<file path="src/rtl/selective_repeat_sender_window_defines.svh">
// Assertion macros shared by the sender window RTL.
// Depends on nothing; users must have clk and arst_n in scope.
`ifndef SELECTIVE_REPEAT_SENDER_WINDOW_DEFINES_SVH
`define SELECTIVE_REPEAT_SENDER_WINDOW_DEFINES_SVH

// Same-cycle implication, disabled while reset is asserted.
`define SRSW_ASSERT_NOW(lbl, ante, cons, msg) \
	lbl: assert property (@(posedge clk) disable iff (!arst_n) (ante) |-> (cons)) \
		else $error(msg);

// Next-cycle implication, disabled while reset is asserted.
`define SRSW_ASSERT_NXT(lbl, ante, cons, msg) \
	lbl: assert property (@(posedge clk) disable iff (!arst_n) (ante) |=> (cons)) \
		else $error(msg);

`endif

</file>
<file path="src/rtl/srsw_pkg.sv">
// Shared types and constants of the selective-repeat sender window.
// Used by srsw_ctrl, srsw_datapath and the top level; depends on nothing.
package srsw_pkg;

	// Sizing defaults and fixed frame geometry (payload size must be a power of two).
	localparam int MAX_WINDOW_DEF = 16;
	localparam int PAYLOAD_BYTES  = 1024;
	localparam int MAX_FRAMES     = 1024;
	localparam int PAY_SHIFT      = $clog2(PAYLOAD_BYTES);

	// Field and state widths.
	localparam int KIND_W  = 2;
	localparam int BYTES_W = 21;
	localparam int SEQ_W   = 10;
	localparam int OFF_W   = 20;
	localparam int LEN_W   = 11;
	localparam int BASE_W  = 11;
	localparam int TIME_W  = 32;
	localparam int WS_W    = 5;
	localparam int TO_W    = 16;
	localparam int CFGI_W  = 2;
	localparam int CFGD_W  = 16;

	localparam logic [BYTES_W-1:0] BUF_CAP  = BYTES_W'(MAX_FRAMES * PAYLOAD_BYTES);
	localparam logic [BASE_W-1:0]  BASE_MAX = BASE_W'(1 << SEQ_W);
	localparam logic [WS_W-1:0]    WS_RESET = WS_W'(4);
	localparam logic [TO_W-1:0]    TO_RESET = TO_W'(100);

	// Item kinds.
	typedef enum logic [KIND_W-1:0] {
		KIND_START = 2'd0,
		KIND_ACK   = 2'd1,
		KIND_TICK  = 2'd2
	} kind_t;

	// Configuration register indexes.
	typedef enum logic [CFGI_W-1:0] {
		CFG_WINDOW_SIZE   = 2'd0,
		CFG_TIMEOUT_TICKS = 2'd1
	} cfg_idx_t;

	// Controller states.
	typedef enum logic [2:0] {
		ST_IDLE,
		ST_SLIDE,
		ST_SCAN,
		ST_FLUSH,
		ST_STATUS
	} state_t;

	// Commands from the controller to the datapath.
	typedef struct packed {
		logic exec_start;
		logic exec_ack;
		logic exec_tick;
		logic slide;
		logic scan_init;
		logic scan_next;
		logic take_slot;
		logic push_held;
		logic push_last;
		logic push_status;
	} cmd_t;

	// Status from the datapath to the controller.
	typedef struct packed {
		logic slide_more;
		logic scan_end;
		logic slot_go;
		logic held_valid;
		logic out_free;
	} sts_t;

endpackage

</file>
<file path="src/rtl/selective_repeat_sender_window.sv">
// Top level of the selective-repeat ARQ sender window.
// Depends on srsw_pkg, srsw_ctrl and srsw_datapath; holds the configuration registers.
//
// Usage:
//   Input channel (in_valid / in_stall): one beat per item, kind selects start of a
//   buffer, acknowledgement or time tick. in_stall is high while an item is in work.
//   Output channel (out_valid / out_stall): one or more beats per item; last marks
//   the final beat of an item. A tick yields one send command per frame due, other
//   items and ticks with nothing to send yield one status beat (send_valid low).
//   Configuration (cfg_valid / cfg_ready / cfg_index / cfg_data): cfg_ready is always
//   high; index 0 is window_size, index 1 is timeout_ticks; write only between items.
// Sequencing:
//   Start, ack and unknown kinds go through the status state to their status beat. A tick
//   passes through the slide, scan and flush states; the slide drops one acked slot per
//   cycle and the scan visits one slot per cycle through the shared stamp compare, then
//   checks for the end of the window. A stalled output register holds the scan when a
//   second send command is found, and holds the final beat until it drains.
// Reset: window and marks clear, window_size is 4, timeout_ticks is 100.
module selective_repeat_sender_window import srsw_pkg::*; #(
	parameter int MAX_WINDOW = MAX_WINDOW_DEF
) (
	input  logic               clk,
	input  logic               arst_n,
	input  logic               in_valid,
	output logic               in_stall,
	input  logic [KIND_W-1:0]  kind,
	input  logic [BYTES_W-1:0] buffer_bytes,
	input  logic               final_buffer,
	input  logic [SEQ_W-1:0]   ack_seq,
	input  logic               ack_negative,
	input  logic               ack_corrupt,
	output logic               out_valid,
	input  logic               out_stall,
	output logic               send_valid,
	output logic [SEQ_W-1:0]   frame_seq,
	output logic [OFF_W-1:0]   payload_offset,
	output logic [LEN_W-1:0]   payload_len,
	output logic               end_of_transfer,
	output logic               buffer_done,
	output logic               last,
	input  logic               cfg_valid,
	output logic               cfg_ready,
	input  logic [CFGI_W-1:0]  cfg_index,
	input  logic [CFGD_W-1:0]  cfg_data
);

	logic [WS_W-1:0] window_size_q;
	logic [TO_W-1:0] timeout_q;
	cmd_t            cmd;
	sts_t            sts;

	assign cfg_ready = 1'b1;

	// Configuration registers; writes to unknown indexes are dropped.
	always_ff @(posedge clk or negedge arst_n) begin
		if (!arst_n) begin
			window_size_q <= WS_RESET;
			timeout_q     <= TO_RESET;
		end else if (cfg_valid && cfg_ready) begin
			case (cfg_idx_t'(cfg_index))
				CFG_WINDOW_SIZE:   window_size_q <= cfg_data[WS_W-1:0];
				CFG_TIMEOUT_TICKS: timeout_q     <= cfg_data[TO_W-1:0];
				default: ;
			endcase
		end
	end

	// Sequencer.
	srsw_ctrl u_ctrl (
		.clk      (clk),
		.arst_n   (arst_n),
		.in_valid (in_valid),
		.in_stall (in_stall),
		.kind     (kind),
		.sts      (sts),
		.cmd      (cmd)
	);

	// Window state and result path.
	srsw_datapath #(
		.MAX_WINDOW (MAX_WINDOW)
	) u_datapath (
		.clk             (clk),
		.arst_n          (arst_n),
		.cmd             (cmd),
		.sts             (sts),
		.buffer_bytes    (buffer_bytes),
		.final_buffer    (final_buffer),
		.ack_seq         (ack_seq),
		.ack_negative    (ack_negative),
		.ack_corrupt     (ack_corrupt),
		.window_size     (window_size_q),
		.timeout_ticks   (timeout_q),
		.out_valid       (out_valid),
		.out_stall       (out_stall),
		.send_valid      (send_valid),
		.frame_seq       (frame_seq),
		.payload_offset  (payload_offset),
		.payload_len     (payload_len),
		.end_of_transfer (end_of_transfer),
		.buffer_done     (buffer_done),
		.last            (last)
	);

endmodule

</file>
<file path="src/rtl/srsw_ctrl.sv">
// Sequencing state machine of the sender window.
// Depends on srsw_pkg; drives the datapath through cmd_t and reads sts_t.
module srsw_ctrl import srsw_pkg::*; (
	input  logic              clk,
	input  logic              arst_n,
	input  logic              in_valid,
	output logic              in_stall,
	input  logic [KIND_W-1:0] kind,
	input  sts_t              sts,
	output cmd_t              cmd
);

	state_t state_q, state_d;

	// State register.
	always_ff @(posedge clk or negedge arst_n) begin
		if (!arst_n) begin
			state_q <= ST_IDLE;
		end else begin
			state_q <= state_d;
		end
	end

	// Input items are taken only between items.
	assign in_stall = (state_q != ST_IDLE);

	// Next state and commands.
	always_comb begin
		state_d = state_q;
		cmd     = '0;
		case (state_q)
			ST_IDLE: begin
				if (in_valid) begin
					case (kind_t'(kind))
						KIND_START: begin
							cmd.exec_start = 1'b1;
							state_d        = ST_STATUS;
						end
						KIND_ACK: begin
							cmd.exec_ack = 1'b1;
							state_d      = ST_STATUS;
						end
						KIND_TICK: begin
							cmd.exec_tick = 1'b1;
							state_d       = ST_SLIDE;
						end
						default: begin
							state_d = ST_STATUS;
						end
					endcase
				end
			end
			ST_SLIDE: begin
				// Drop one leading acked slot per cycle, then start the scan.
				if (sts.slide_more) begin
					cmd.slide = 1'b1;
				end else begin
					cmd.scan_init = 1'b1;
					state_d       = ST_SCAN;
				end
			end
			ST_SCAN: begin
				// A found frame goes to the holding register; the one it displaces goes out.
				if (sts.scan_end) begin
					state_d = ST_FLUSH;
				end else if (sts.slot_go) begin
					if (!sts.held_valid || sts.out_free) begin
						cmd.take_slot = 1'b1;
						cmd.scan_next = 1'b1;
						cmd.push_held = sts.held_valid;
					end
				end else begin
					cmd.scan_next = 1'b1;
				end
			end
			ST_FLUSH: begin
				// The last held frame closes the item; with none, a status beat does.
				if (sts.out_free) begin
					if (sts.held_valid) begin
						cmd.push_held = 1'b1;
						cmd.push_last = 1'b1;
					end else begin
						cmd.push_status = 1'b1;
					end
					state_d = ST_IDLE;
				end
			end
			ST_STATUS: begin
				if (sts.out_free) begin
					cmd.push_status = 1'b1;
					state_d         = ST_IDLE;
				end
			end
			default: begin
				state_d = ST_IDLE;
			end
		endcase
	end

endmodule

</file>
<file path="src/rtl/srsw_datapath.sv">
// Window state, slot marks, send stamps, holding and output registers.
// Depends on srsw_pkg and selective_repeat_sender_window_defines.svh.
`include "selective_repeat_sender_window_defines.svh"

module srsw_datapath import srsw_pkg::*; #(
	parameter int MAX_WINDOW = MAX_WINDOW_DEF
) (
	input  logic               clk,
	input  logic               arst_n,
	input  cmd_t               cmd,
	output sts_t               sts,
	input  logic [BYTES_W-1:0] buffer_bytes,
	input  logic               final_buffer,
	input  logic [SEQ_W-1:0]   ack_seq,
	input  logic               ack_negative,
	input  logic               ack_corrupt,
	input  logic [WS_W-1:0]    window_size,
	input  logic [TO_W-1:0]    timeout_ticks,
	output logic               out_valid,
	input  logic               out_stall,
	output logic               send_valid,
	output logic [SEQ_W-1:0]   frame_seq,
	output logic [OFF_W-1:0]   payload_offset,
	output logic [LEN_W-1:0]   payload_len,
	output logic               end_of_transfer,
	output logic               buffer_done,
	output logic               last
);

	localparam int IDX_W = (MAX_WINDOW > 1) ? $clog2(MAX_WINDOW) : 1;
	localparam int CNT_W = $clog2(MAX_WINDOW + 1);

	logic [BASE_W-1:0]     base_q;
	logic [BASE_W-1:0]     ftotal_q;
	logic [BYTES_W-1:0]    blen_q;
	logic                  final_q;
	logic [MAX_WINDOW-1:0] acked_q;
	logic [MAX_WINDOW-1:0] sent_q;
	logic [MAX_WINDOW-1:0] resend_q;
	logic [TIME_W-1:0]     stamp_q [MAX_WINDOW];
	logic [TIME_W-1:0]     tick_q;
	logic [CNT_W-1:0]      cnt_q;

	logic                  held_valid_q;
	logic [SEQ_W-1:0]      held_seq_q;
	logic [OFF_W-1:0]      held_off_q;
	logic [LEN_W-1:0]      held_len_q;
	logic                  held_eot_q;

	logic                  out_valid_q;
	logic                  o_send_q;
	logic [SEQ_W-1:0]      o_seq_q;
	logic [OFF_W-1:0]      o_off_q;
	logic [LEN_W-1:0]      o_len_q;
	logic                  o_eot_q;
	logic                  o_done_q;
	logic                  o_last_q;

	logic [CNT_W-1:0]      win;
	logic [IDX_W-1:0]      idx;
	logic [BYTES_W-1:0]    new_len;
	logic [BYTES_W:0]      frame_sum;
	logic [BASE_W-1:0]     ack_diff;
	logic                  ack_hit;
	logic [IDX_W-1:0]      ack_idx;
	logic [BASE_W-1:0]     slot_seq;
	logic [BYTES_W-1:0]    slot_off;
	logic [BYTES_W-1:0]    slot_rem;
	logic [LEN_W-1:0]      slot_len;
	logic                  slot_eot;
	logic [TIME_W-1:0]     elapsed;
	logic                  slot_due;
	logic                  out_free;
	logic                  out_load;

	// Effective window: zero acts as one, large values clamp to the slot count.
	always_comb begin
		if (window_size == '0) begin
			win = CNT_W'(1);
		end else if (int'(window_size) > MAX_WINDOW) begin
			win = CNT_W'(MAX_WINDOW);
		end else begin
			win = CNT_W'(window_size);
		end
	end

	// New buffer length, saturated, and its frame count rounded up.
	assign new_len   = (buffer_bytes > BUF_CAP) ? BUF_CAP : buffer_bytes;
	assign frame_sum = {1'b0, new_len} + (BYTES_W + 1)'(PAYLOAD_BYTES - 1);

	// Acknowledgement window check.
	assign ack_diff = BASE_W'({1'b0, ack_seq}) - base_q;
	assign ack_hit  = !ack_corrupt && (BASE_W'({1'b0, ack_seq}) >= base_q)
	                  && (ack_diff < BASE_W'(win));
	assign ack_idx  = ack_diff[IDX_W-1:0];

	// Slot under the scan pointer.
	assign idx      = cnt_q[IDX_W-1:0];
	assign slot_seq = base_q + BASE_W'(cnt_q);
	assign slot_off = BYTES_W'(slot_seq) * BYTES_W'(PAYLOAD_BYTES);
	assign slot_rem = (blen_q > slot_off) ? (blen_q - slot_off) : '0;
	assign slot_len = (slot_rem < BYTES_W'(PAYLOAD_BYTES)) ? LEN_W'(slot_rem)
	                                                      : LEN_W'(PAYLOAD_BYTES);
	assign slot_eot = final_q && ((slot_seq + BASE_W'(1)) == ftotal_q);
	assign elapsed  = tick_q - stamp_q[idx];
	assign slot_due = !sent_q[idx] || (!acked_q[idx]
	                  && (resend_q[idx] || (elapsed > TIME_W'(timeout_ticks))));

	// Output register can take a beat when empty or being drained.
	assign out_free = !out_valid_q || !out_stall;
	assign out_load = cmd.push_held || cmd.push_status;

	always_comb begin
		sts.slide_more = (cnt_q < win) && acked_q[0];
		sts.scan_end   = (cnt_q >= win);
		sts.slot_go    = (cnt_q < win) && (slot_seq < ftotal_q) && slot_due;
		sts.held_valid = held_valid_q;
		sts.out_free   = out_free;
	end

	// Window base, buffer description and tick counter.
	always_ff @(posedge clk or negedge arst_n) begin
		if (!arst_n) begin
			base_q   <= '0;
			ftotal_q <= '0;
			blen_q   <= '0;
			final_q  <= 1'b0;
			tick_q   <= '0;
		end else begin
			if (cmd.exec_start) begin
				base_q   <= '0;
				ftotal_q <= frame_sum[PAY_SHIFT +: BASE_W];
				blen_q   <= new_len;
				final_q  <= final_buffer;
			end
			if (cmd.slide) begin
				base_q <= base_q + BASE_W'(1);
			end
			if (cmd.exec_tick) begin
				tick_q <= tick_q + TIME_W'(1);
			end
		end
	end

	// Slot marks: cleared by a start, set by acks and send commands, shifted one slot per slide step.
	always_ff @(posedge clk or negedge arst_n) begin
		if (!arst_n) begin
			acked_q  <= '0;
			sent_q   <= '0;
			resend_q <= '0;
		end else begin
			if (cmd.exec_start) begin
				acked_q  <= '0;
				sent_q   <= '0;
				resend_q <= '0;
			end
			if (cmd.exec_ack && ack_hit) begin
				if (ack_negative) begin
					resend_q[ack_idx] <= 1'b1;
				end else begin
					acked_q[ack_idx] <= 1'b1;
				end
			end
			if (cmd.slide) begin
				acked_q  <= acked_q >> 1;
				sent_q   <= sent_q >> 1;
				resend_q <= resend_q >> 1;
			end
			if (cmd.take_slot) begin
				sent_q[idx]   <= 1'b1;
				resend_q[idx] <= 1'b0;
			end
		end
	end

	// Send stamps follow the marks; a stamp is read only under a set sent mark.
	always_ff @(posedge clk) begin
		if (cmd.slide) begin
			for (int k = 0; k < MAX_WINDOW - 1; k++) begin
				stamp_q[k] <= stamp_q[k + 1];
			end
			stamp_q[MAX_WINDOW - 1] <= '0;
		end else if (cmd.take_slot) begin
			stamp_q[idx] <= tick_q;
		end
	end

	// Slide count, then scan pointer.
	always_ff @(posedge clk or negedge arst_n) begin
		if (!arst_n) begin
			cnt_q <= '0;
		end else if (cmd.exec_tick || cmd.scan_init) begin
			cnt_q <= '0;
		end else if (cmd.slide || cmd.scan_next) begin
			cnt_q <= cnt_q + CNT_W'(1);
		end
	end

	// Holding register: keeps the latest command until it is known whether another follows.
	always_ff @(posedge clk or negedge arst_n) begin
		if (!arst_n) begin
			held_valid_q <= 1'b0;
		end else if (cmd.scan_init) begin
			held_valid_q <= 1'b0;
		end else if (cmd.take_slot) begin
			held_valid_q <= 1'b1;
		end else if (cmd.push_held) begin
			held_valid_q <= 1'b0;
		end
	end

	always_ff @(posedge clk) begin
		if (cmd.take_slot) begin
			held_seq_q <= SEQ_W'(slot_seq);
			held_off_q <= OFF_W'(slot_off);
			held_len_q <= slot_len;
			held_eot_q <= slot_eot;
		end
	end

	// Output register.
	always_ff @(posedge clk or negedge arst_n) begin
		if (!arst_n) begin
			out_valid_q <= 1'b0;
		end else if (out_load) begin
			out_valid_q <= 1'b1;
		end else if (!out_stall) begin
			out_valid_q <= 1'b0;
		end
	end

	always_ff @(posedge clk) begin
		if (out_load) begin
			o_done_q <= (base_q >= ftotal_q);
			if (cmd.push_held) begin
				o_send_q <= 1'b1;
				o_seq_q  <= held_seq_q;
				o_off_q  <= held_off_q;
				o_len_q  <= held_len_q;
				o_eot_q  <= held_eot_q;
				o_last_q <= cmd.push_last;
			end else begin
				o_send_q <= 1'b0;
				o_seq_q  <= '0;
				o_off_q  <= '0;
				o_len_q  <= '0;
				o_eot_q  <= 1'b0;
				o_last_q <= 1'b1;
			end
		end
	end

	assign out_valid       = out_valid_q;
	assign send_valid      = o_send_q;
	assign frame_seq       = o_seq_q;
	assign payload_offset  = o_off_q;
	assign payload_len     = o_len_q;
	assign end_of_transfer = o_eot_q;
	assign buffer_done     = o_done_q;
	assign last            = o_last_q;

	// Consistency checks between controller commands and datapath state.
	`SRSW_ASSERT_NOW(a_push_held_has_data, cmd.push_held, held_valid_q, "push of empty holding register")
	`SRSW_ASSERT_NOW(a_load_when_free, out_load, out_free, "output register overwritten while stalled")
	`SRSW_ASSERT_NOW(a_take_in_buffer, cmd.take_slot, slot_seq < ftotal_q, "send command past buffer end")
	`SRSW_ASSERT_NXT(a_take_marks_sent, cmd.take_slot, sent_q[$past(idx)], "sent mark not set after send")
	`SRSW_ASSERT_NOW(a_base_bound, 1'b1, base_q <= BASE_MAX, "window base beyond sequence space")

endmodule

</file>
<file path="config.mk">
export PLATFORM = sky130hd
export DESIGN_NAME = selective_repeat_sender_window
export DESIGN_NICKNAME = d
export VERILOG_FILES = /design/src/rtl/srsw_pkg.sv /design/src/rtl/selective_repeat_sender_window.sv /design/src/rtl/srsw_ctrl.sv /design/src/rtl/srsw_datapath.sv
export VERILOG_INCLUDE_DIRS = /design/src /design/src/rtl
export SDC_FILE = /design/constraint.sdc
export NUM_CORES = 1
export LEC_CHECK = 0
export BUFFER_PORTS_ARGS = -buffer_cell sky130_fd_sc_hd__buf_2
export CORE_MARGIN = 3
export CORE_UTILIZATION = 60
export DETAILED_ROUTE_END_ITERATION = 16
export PLACE_DENSITY = 0.77
export SYNTH_ARGS = -nofsm -noshare
export SYNTH_HDL_FRONTEND = slang
export SYNTH_SLANG_ARGS = --single-unit
</file>
<file path="constraint.sdc">
create_clock -name clk -period 8.8 [get_ports clk]
set_input_delay 0.88 -clock clk [delete_from_list [all_inputs] [get_ports clk]]
set_output_delay 0.88 -clock clk [all_outputs]
set_load 0.1 [all_outputs]
</file>
==> results of run 1 <==
-- state kept, by name, summed over array words and instances, names as in the netlist --
signal                      count
u_datapath.final_q              1
u_datapath.base_q              11
u_datapath.resend_q            16
u_datapath.out_valid            1
u_datapath.tick_q              32
u_datapath.held_valid_q         1
u_datapath.held_len_q          11
u_datapath.blen_q              21
u_datapath.cnt_q                5
u_datapath.payload_offset      10
u_datapath.payload_len         11
u_datapath.buffer_done          1
u_datapath.acked_q             16
u_ctrl.state_q                  3
timeout_q                      16
u_datapath.ftotal_q            11
u_datapath.end_of_transfer      1
u_datapath.held_eot_q           1
window_size_q                   5
u_datapath.send_valid           1
u_datapath.stamp_q            512
u_datapath.sent_q              16
u_datapath.held_seq_q          10
u_datapath.last                 1
-- stage by stage --
stage	total power [mW]	setup WS (ps)	util, %
2_1_floorplan	8.453	785.4	-
3_3_place_gp	9.666	805.8	62.04
3_5_place_dp	9.802	717.1	62.04
4_1_cts	12.97	635.0	65.59
5_1_grt	13.60	135.3	65.59
6_report	13.02	510.6	65.59
-- where the power goes --
group	switching [mW]	internal [mW]
sequential	0.398	4.04
clock	1.37	1.81
combinational	3.23	2.18
total	4.99	8.03
-- worst max-delay path by stage --
stage | start | end | slack, ps | depth (start not counted)
6_report | u_datapath.cnt_q[0] | u_datapath.stamp_q[11][25] | 510 | 25
5_1_grt | u_datapath.cnt_q[0] | u_datapath.stamp_q[11][22] | 140 | 17
4_1_cts | u_datapath.cnt_q[0] | u_datapath.stamp_q[11][22] | 640 | 25
3_5_place_dp | u_datapath.cnt_q[0] | u_datapath.stamp_q[11][28] | 720 | 25
3_3_place_gp | u_datapath.cnt_q[0] | u_datapath.stamp_q[11][28] | 810 | 17
2_1_floorplan | u_datapath.cnt_q[0] | u_datapath.stamp_q[11][0] | 790 | 30
-- layout make-up --
class                   count  area (sq um)
clock buffers             111          2241
clock inverters            29         205.2
well taps                 931          1165
fillers                  4804         23680
flip-flops and latches    714         20680
repair buffers            173          1205
inverters                 113         424.2
multi-input cells        1891         19220
-- cells in the final DEF, fill, tap and decap left out, types with 15 or more instances in the layout --
master / netlist / final
a21o_1: 26 / 26
a21oi_1: 110 / 110
and2_1: 62 / 62
and3_1: 51 / 50
buf_2: 10 / 94
buf_4: 21 / 67
clkbuf_1: 125 / 21
clkbuf_16: 0 / 82
clkinv_2: 0 / 18
dfrtp_1: 151 / 147
edfxtp_1: 559 / 559
ha_1: 113 / 113
inv_1: 112 / 112
mux2_2: 100 / 100
mux2_4: 404 / 404
mux4_2: 173 / 173
nand2_1: 174 / 159
nand2_2: 0 / 15
nand2b_1: 21 / 20
nand3_1: 47 / 46
nand4_1: 29 / 29
nand4_4: 15 / 15
nor2_1: 98 / 98
nor2b_1: 24 / 24
nor3_1: 26 / 26
nor4_1: 20 / 20
o21a_1: 16 / 16
o21ai_0: 117 / 116
xnor2_1: 70 / 70
xor2_1: 18 / 18
-- layer usage --
metal / GRT usage [%] / up-vias / part of all wire (%)
met1: 42.49 / 13614 / 41
met5: 0 / - / 0
met4: 9.478 / 0 / 3.3
li1: - / 11173 / -
met3: 5.428 / 230 / 8.5
met2: 47.21 / 1403 / 47
-- cells by family (layout without fill, tap and decap cells) --
logic type	after synthesis	count (layout)	share of synthesized area, %
XOR/XNOR	88	88	1.842
multiplexers	686	686	26.72
AO/OA/AOI/OAI	381	381	5.659
AND/OR/NAND/NOR	608	608	7.938
flip-flops	714	714	49.41
buffers and inverters	348	426	4.842
other	2	11	0.01795
adder cells (fa/ha/maj)	117	117	3.571
==> impl_metrics.ini, run 1 <==
[timing]
finalSetupTns_ps = 0
tightest_slew_ps = 1165
slew_headroom_pct = 22.36
finalHoldViolCount = 0
setup_violations = 0
clock_skew_ps = 26.31
hold-worst-slack_ps = 351.0
rsz0062_at_grt = no
timing.final.crit_share_pct = 94.20
drv_slew = 0
min_period_ps = 8289
fmax_mhz = 120.6

[pwr]
peakVddDrop_mv = 0.2767
power_density_nw_per_um2 = 288.4
power_leakage_nw = 18.66

[synth]
synth_warnings = 0
synthCells = 2944
yosys.area.top_type = edfxtp_1
syn_area_per_cell_sq_um = 14.21
ys.flop_type = edfxtp_1
synth_top_cell_area_share_pct = 40.12
synth-edff-count = 559
synth_area_sq_um = 41840
ys_top_cells_by_count = edfxtp_1 (559), mux2_4 (404), nand2_1 (174), mux4_2 (173), dfrtp_1 (151)
yosysUniqueCellTypes = 84
ys_seq_area_share_pct = 49.41
yosys-top-cells-area = edfxtp_1 (40%), mux2_4 (14%), mux4_2 (9.3%), dfrtp_1 (9.0%), ha_1 (3.4%)
yosysMostFrequentCell = edfxtp_1
synth.ff_latch_count = 714
ys_async_sr_fraction_pct = 21.71

[critical_path]
crit_path_top_delay_cell = nand4_4
r2r_end = u_datapath.stamp_q[11][25]
crit_type = reg2reg
timing.rr.start = u_datapath.cnt_q[0]
path_delay_family = simple AND/OR/NAND/NOR gates
cpPeakStageDelay_ps = 900
path_buf_inv = 3
endpoint_kind = flip-flop
startpoint_type = flip-flop
worst_r2r_path_depth = 25
worstPathRequired_ps = 9060
reg2reg_slack_ps = 510
critPathMaxFanout = 35
critPathArrivalTime_ps = 8540

[place]
routabilityCongestion = 0.9963
io_buffers = 95
dp_cells = 3822
hpwl_um = 71950
placed_area_sq_um = 42700

[floorplan]
dieWidth_um = 270.1
start_util_pct = 60.78
num_rows = 96
die_y_um = 270.1
core_sq_um = 68830
fp.dieArea_sq_um = 72930
io_pins = 107

[global_route]
grt_pass1_vias = 26542
grt_overflow = 0
track_usage_pct = 29.89
grt_max_degree = 79
grt_pass1_wl_um = 167600
antenna_found_initial = 0

[route]
viasPerCell = 6.668
drt_wl_total_um = 109700
drc = 0
vias = 26420
avgRoutedWirePerCell_um = 27.69
drtIter0Drc = 3111
dr.pass1.iters = 5
antenna_left = 0

[min_path]
hp-class = in2async

[cts]
clock-sinks = 714
cts_buffer_depth = 3
cts_buffers = 78
insertion_delay_ps = 640
path_clk_slew_ps = 60
htree_levels = 3
ctsHoldBuffers = 0
cts_tree = built
cts_setup_buffers = 0
cts.repair.resized = 0
clockRootBuffer = clkbuf_16

[cells_and_area]
fin_cells = 3962
design_area_sq_um = 45140
nets = 3147
layout-drive-gt1-share_pct = 33.95
diodes = 0
syn2layout_area_growth_pct = 7.911

[outcome]
status = complete, no violations

[job]
maxCapViolations = 0
Power figures use the tool's default switching activity.
==> inputs of run 2 (changes only) <==
--- a/config.mk
+++ b/config.mk
@@ -11,6 +11,7 @@
 export CORE_UTILIZATION = 60
 export DETAILED_ROUTE_END_ITERATION = 16
 export PLACE_DENSITY = 0.77
+export RECOVER_POWER = 100
 export SYNTH_ARGS = -nofsm -noshare
 export SYNTH_HDL_FRONTEND = slang
 export SYNTH_SLANG_ARGS = --single-unit
==> run 2 against run 1 <==
The flow now finishes with violations (max-capacitance violations, max-slew violations). Critical path depth rose by 1. Setup slack worse by 34 ps. Critical endpoint is now u_datapath.stamp_q[1][28]. Register-to-register slack got worse by 30 ps. Largest power group unchanged. Clock-buffer cell count unchanged. Via count increased by 0.22%. Die area unchanged. Design area fell by 4.0%. Flip-flop and latch count unchanged.
==> impl_metrics.ini, run 2 (synthesis gave the netlist of run 1 again) <==
[timing]
hold-worst-slack_ps = 486.9
drv_slew = 325
setup_violations = 0
slew_headroom_pct = -230.3
timing.final.crit_share_pct = 94.58
clock_skew_ps = 26.41
finalSetupTns_ps = 0
min_period_ps = 8323
rsz0062_at_grt = no
finalHoldViolCount = 0
fmax_mhz = 120.1
final.setup.worst_slack_ps = 477.0
tightest_slew_ps = 4954

[cts]
cts_buffers = 78
clock-sinks = 714
ctsHoldBuffers = 0
htree_levels = 3
clockRootBuffer = clkbuf_16
path_clk_slew_ps = 60
cts_setup_buffers = 0
cts_buffer_depth = 3
insertion_delay_ps = 630
cts_tree = built
cts.repair.resized = 0

[floorplan]
start_util_pct = 60.78
fp.dieArea_sq_um = 72930
core_sq_um = 68830
die_y_um = 270.1
io_pins = 107
dieWidth_um = 270.1
num_rows = 96

[cells_and_area]
final_core_util_pct = 62.97
top_regs = u_datapath.stamp_q (512), u_datapath.tick_q (32), u_datapath.blen_q (21)
layout_common_cells = edfxtp_1 (559), mux2_1 (386), mux4_2 (173), nand2_1 (171), dfrtp_1 (147)
syn2layout_area_growth_pct = 3.595
top_register = u_datapath.stamp_q
fin_cells = 3962
largest_reg_flops = 512
layout_commonest_cell = edfxtp_1
diodes = 0
nets = 3147
layout-drive-gt1-share_pct = 18.90
design_area_sq_um = 43340

[place]
routabilityCongestion = 0.9963
dp_cells = 3822
pre_cts_ws_ps = 717.1
placed_area_sq_um = 42700
hpwl_um = 71950
io_buffers = 95

[critical_path]
worstPathRequired_ps = 9060
endpoint_kind = flip-flop
crit_type = reg2reg
critPathMaxFanout = 22
startpoint_type = flip-flop
critPathArrivalTime_ps = 8580

[pwr]
power_density_nw_per_um2 = 296.4
peakVddDrop_mv = 0.2681
power_leakage_nw = 16.15
total_power_mw = 12.84

[outcome]
status = finished with violations
violations = max-capacitance violations, max-slew violations

[route]
avgRoutedWirePerCell_um = 27.55
vias = 26478
drt_wl_total_um = 109100
drc = 0
viasPerCell = 6.683
antenna_left = 0
drtIter0Drc = 2909
dr.pass1.iters = 6

[global_route]
track_usage_pct = 29.89
grt_pass1_vias = 26542
grt_overflow = 0
grt_pass1_wl_um = 167600
grt_max_degree = 79
antenna_found_initial = 0

[min_path]
hp-class = reg2reg

[job]
maxCapViolations = 5
## run 2: worst max-delay path, stage by stage, from the launching register on
cell and delay [ps]:
dfrtp_4 710, buf_12 260, mux4_2 530, mux4_2 500, inv_1 80, ha_1 220
nor2b_1 150, o2111a_1 290, o21ai_1 390, a31oi_1 240, nor2_1 190, o21ai_0 120
xor2_1 180, ha_1 310, nand4_1 160, nor4_1 380, a21bo_2 270, a31oi_1 260
nor4b_2 90, nand4b_1 120, nor4_1 60, a41o_2 320, nor2_4 330, buf_12 210
nand4_1 270, nand2_1 700, buf_4 510
## run 2: area by class of cell
class | instances | area [sq um]
timing repair buffer | 173 | 978.4
sequential | 714 | 20680
multi-input combinational | 1891 | 17650
clock buffer | 111 | 2241
fill | 5326 | 25490
inverter | 113 | 424.2
tap | 931 | 1165
clock inverter | 29 | 205.2
## run 2: metal layers
metal	track usage, %	routed length, um	vias to the layer above
li1	-	-	11198
met1	42.49	44160	13561
met2	47.21	51130	1461
met3	5.428	9812	258
met4	9.478	4041	0
met5	0	0	-
## run 2: path summary, 6_finish.rpt
| check | to | slack (ps) | cells after the start | from |
|---|---|---|---|---|
| min in group asynchronous | u_datapath.acked_q[5] | 2040 | 1 | arst_n |
| worst min register to register | u_datapath.blen_q[10] | 490 | 2 | u_datapath.blen_q[10] |
| max in group asynchronous | u_datapath.cnt_q[1] | 2640 | 2 | arst_n |
| worst max-delay path | u_datapath.stamp_q[1][28] | 480 | 26 | u_datapath.cnt_q[0] |
| worst min-delay path | u_datapath.blen_q[10] | 490 | 2 | u_datapath.blen_q[10] |
| worst max register to register | u_datapath.stamp_q[1][28] | 480 | 26 | u_datapath.cnt_q[0] |
## run 2: where the power goes
group	total (mW)	internal, mW	switching (mW)	leakage (nW)
clock	3.17	1.81	1.36	1.21
sequential	4.44	4.04	0.397	7.09
combinational	5.24	2.06	3.18	7.85
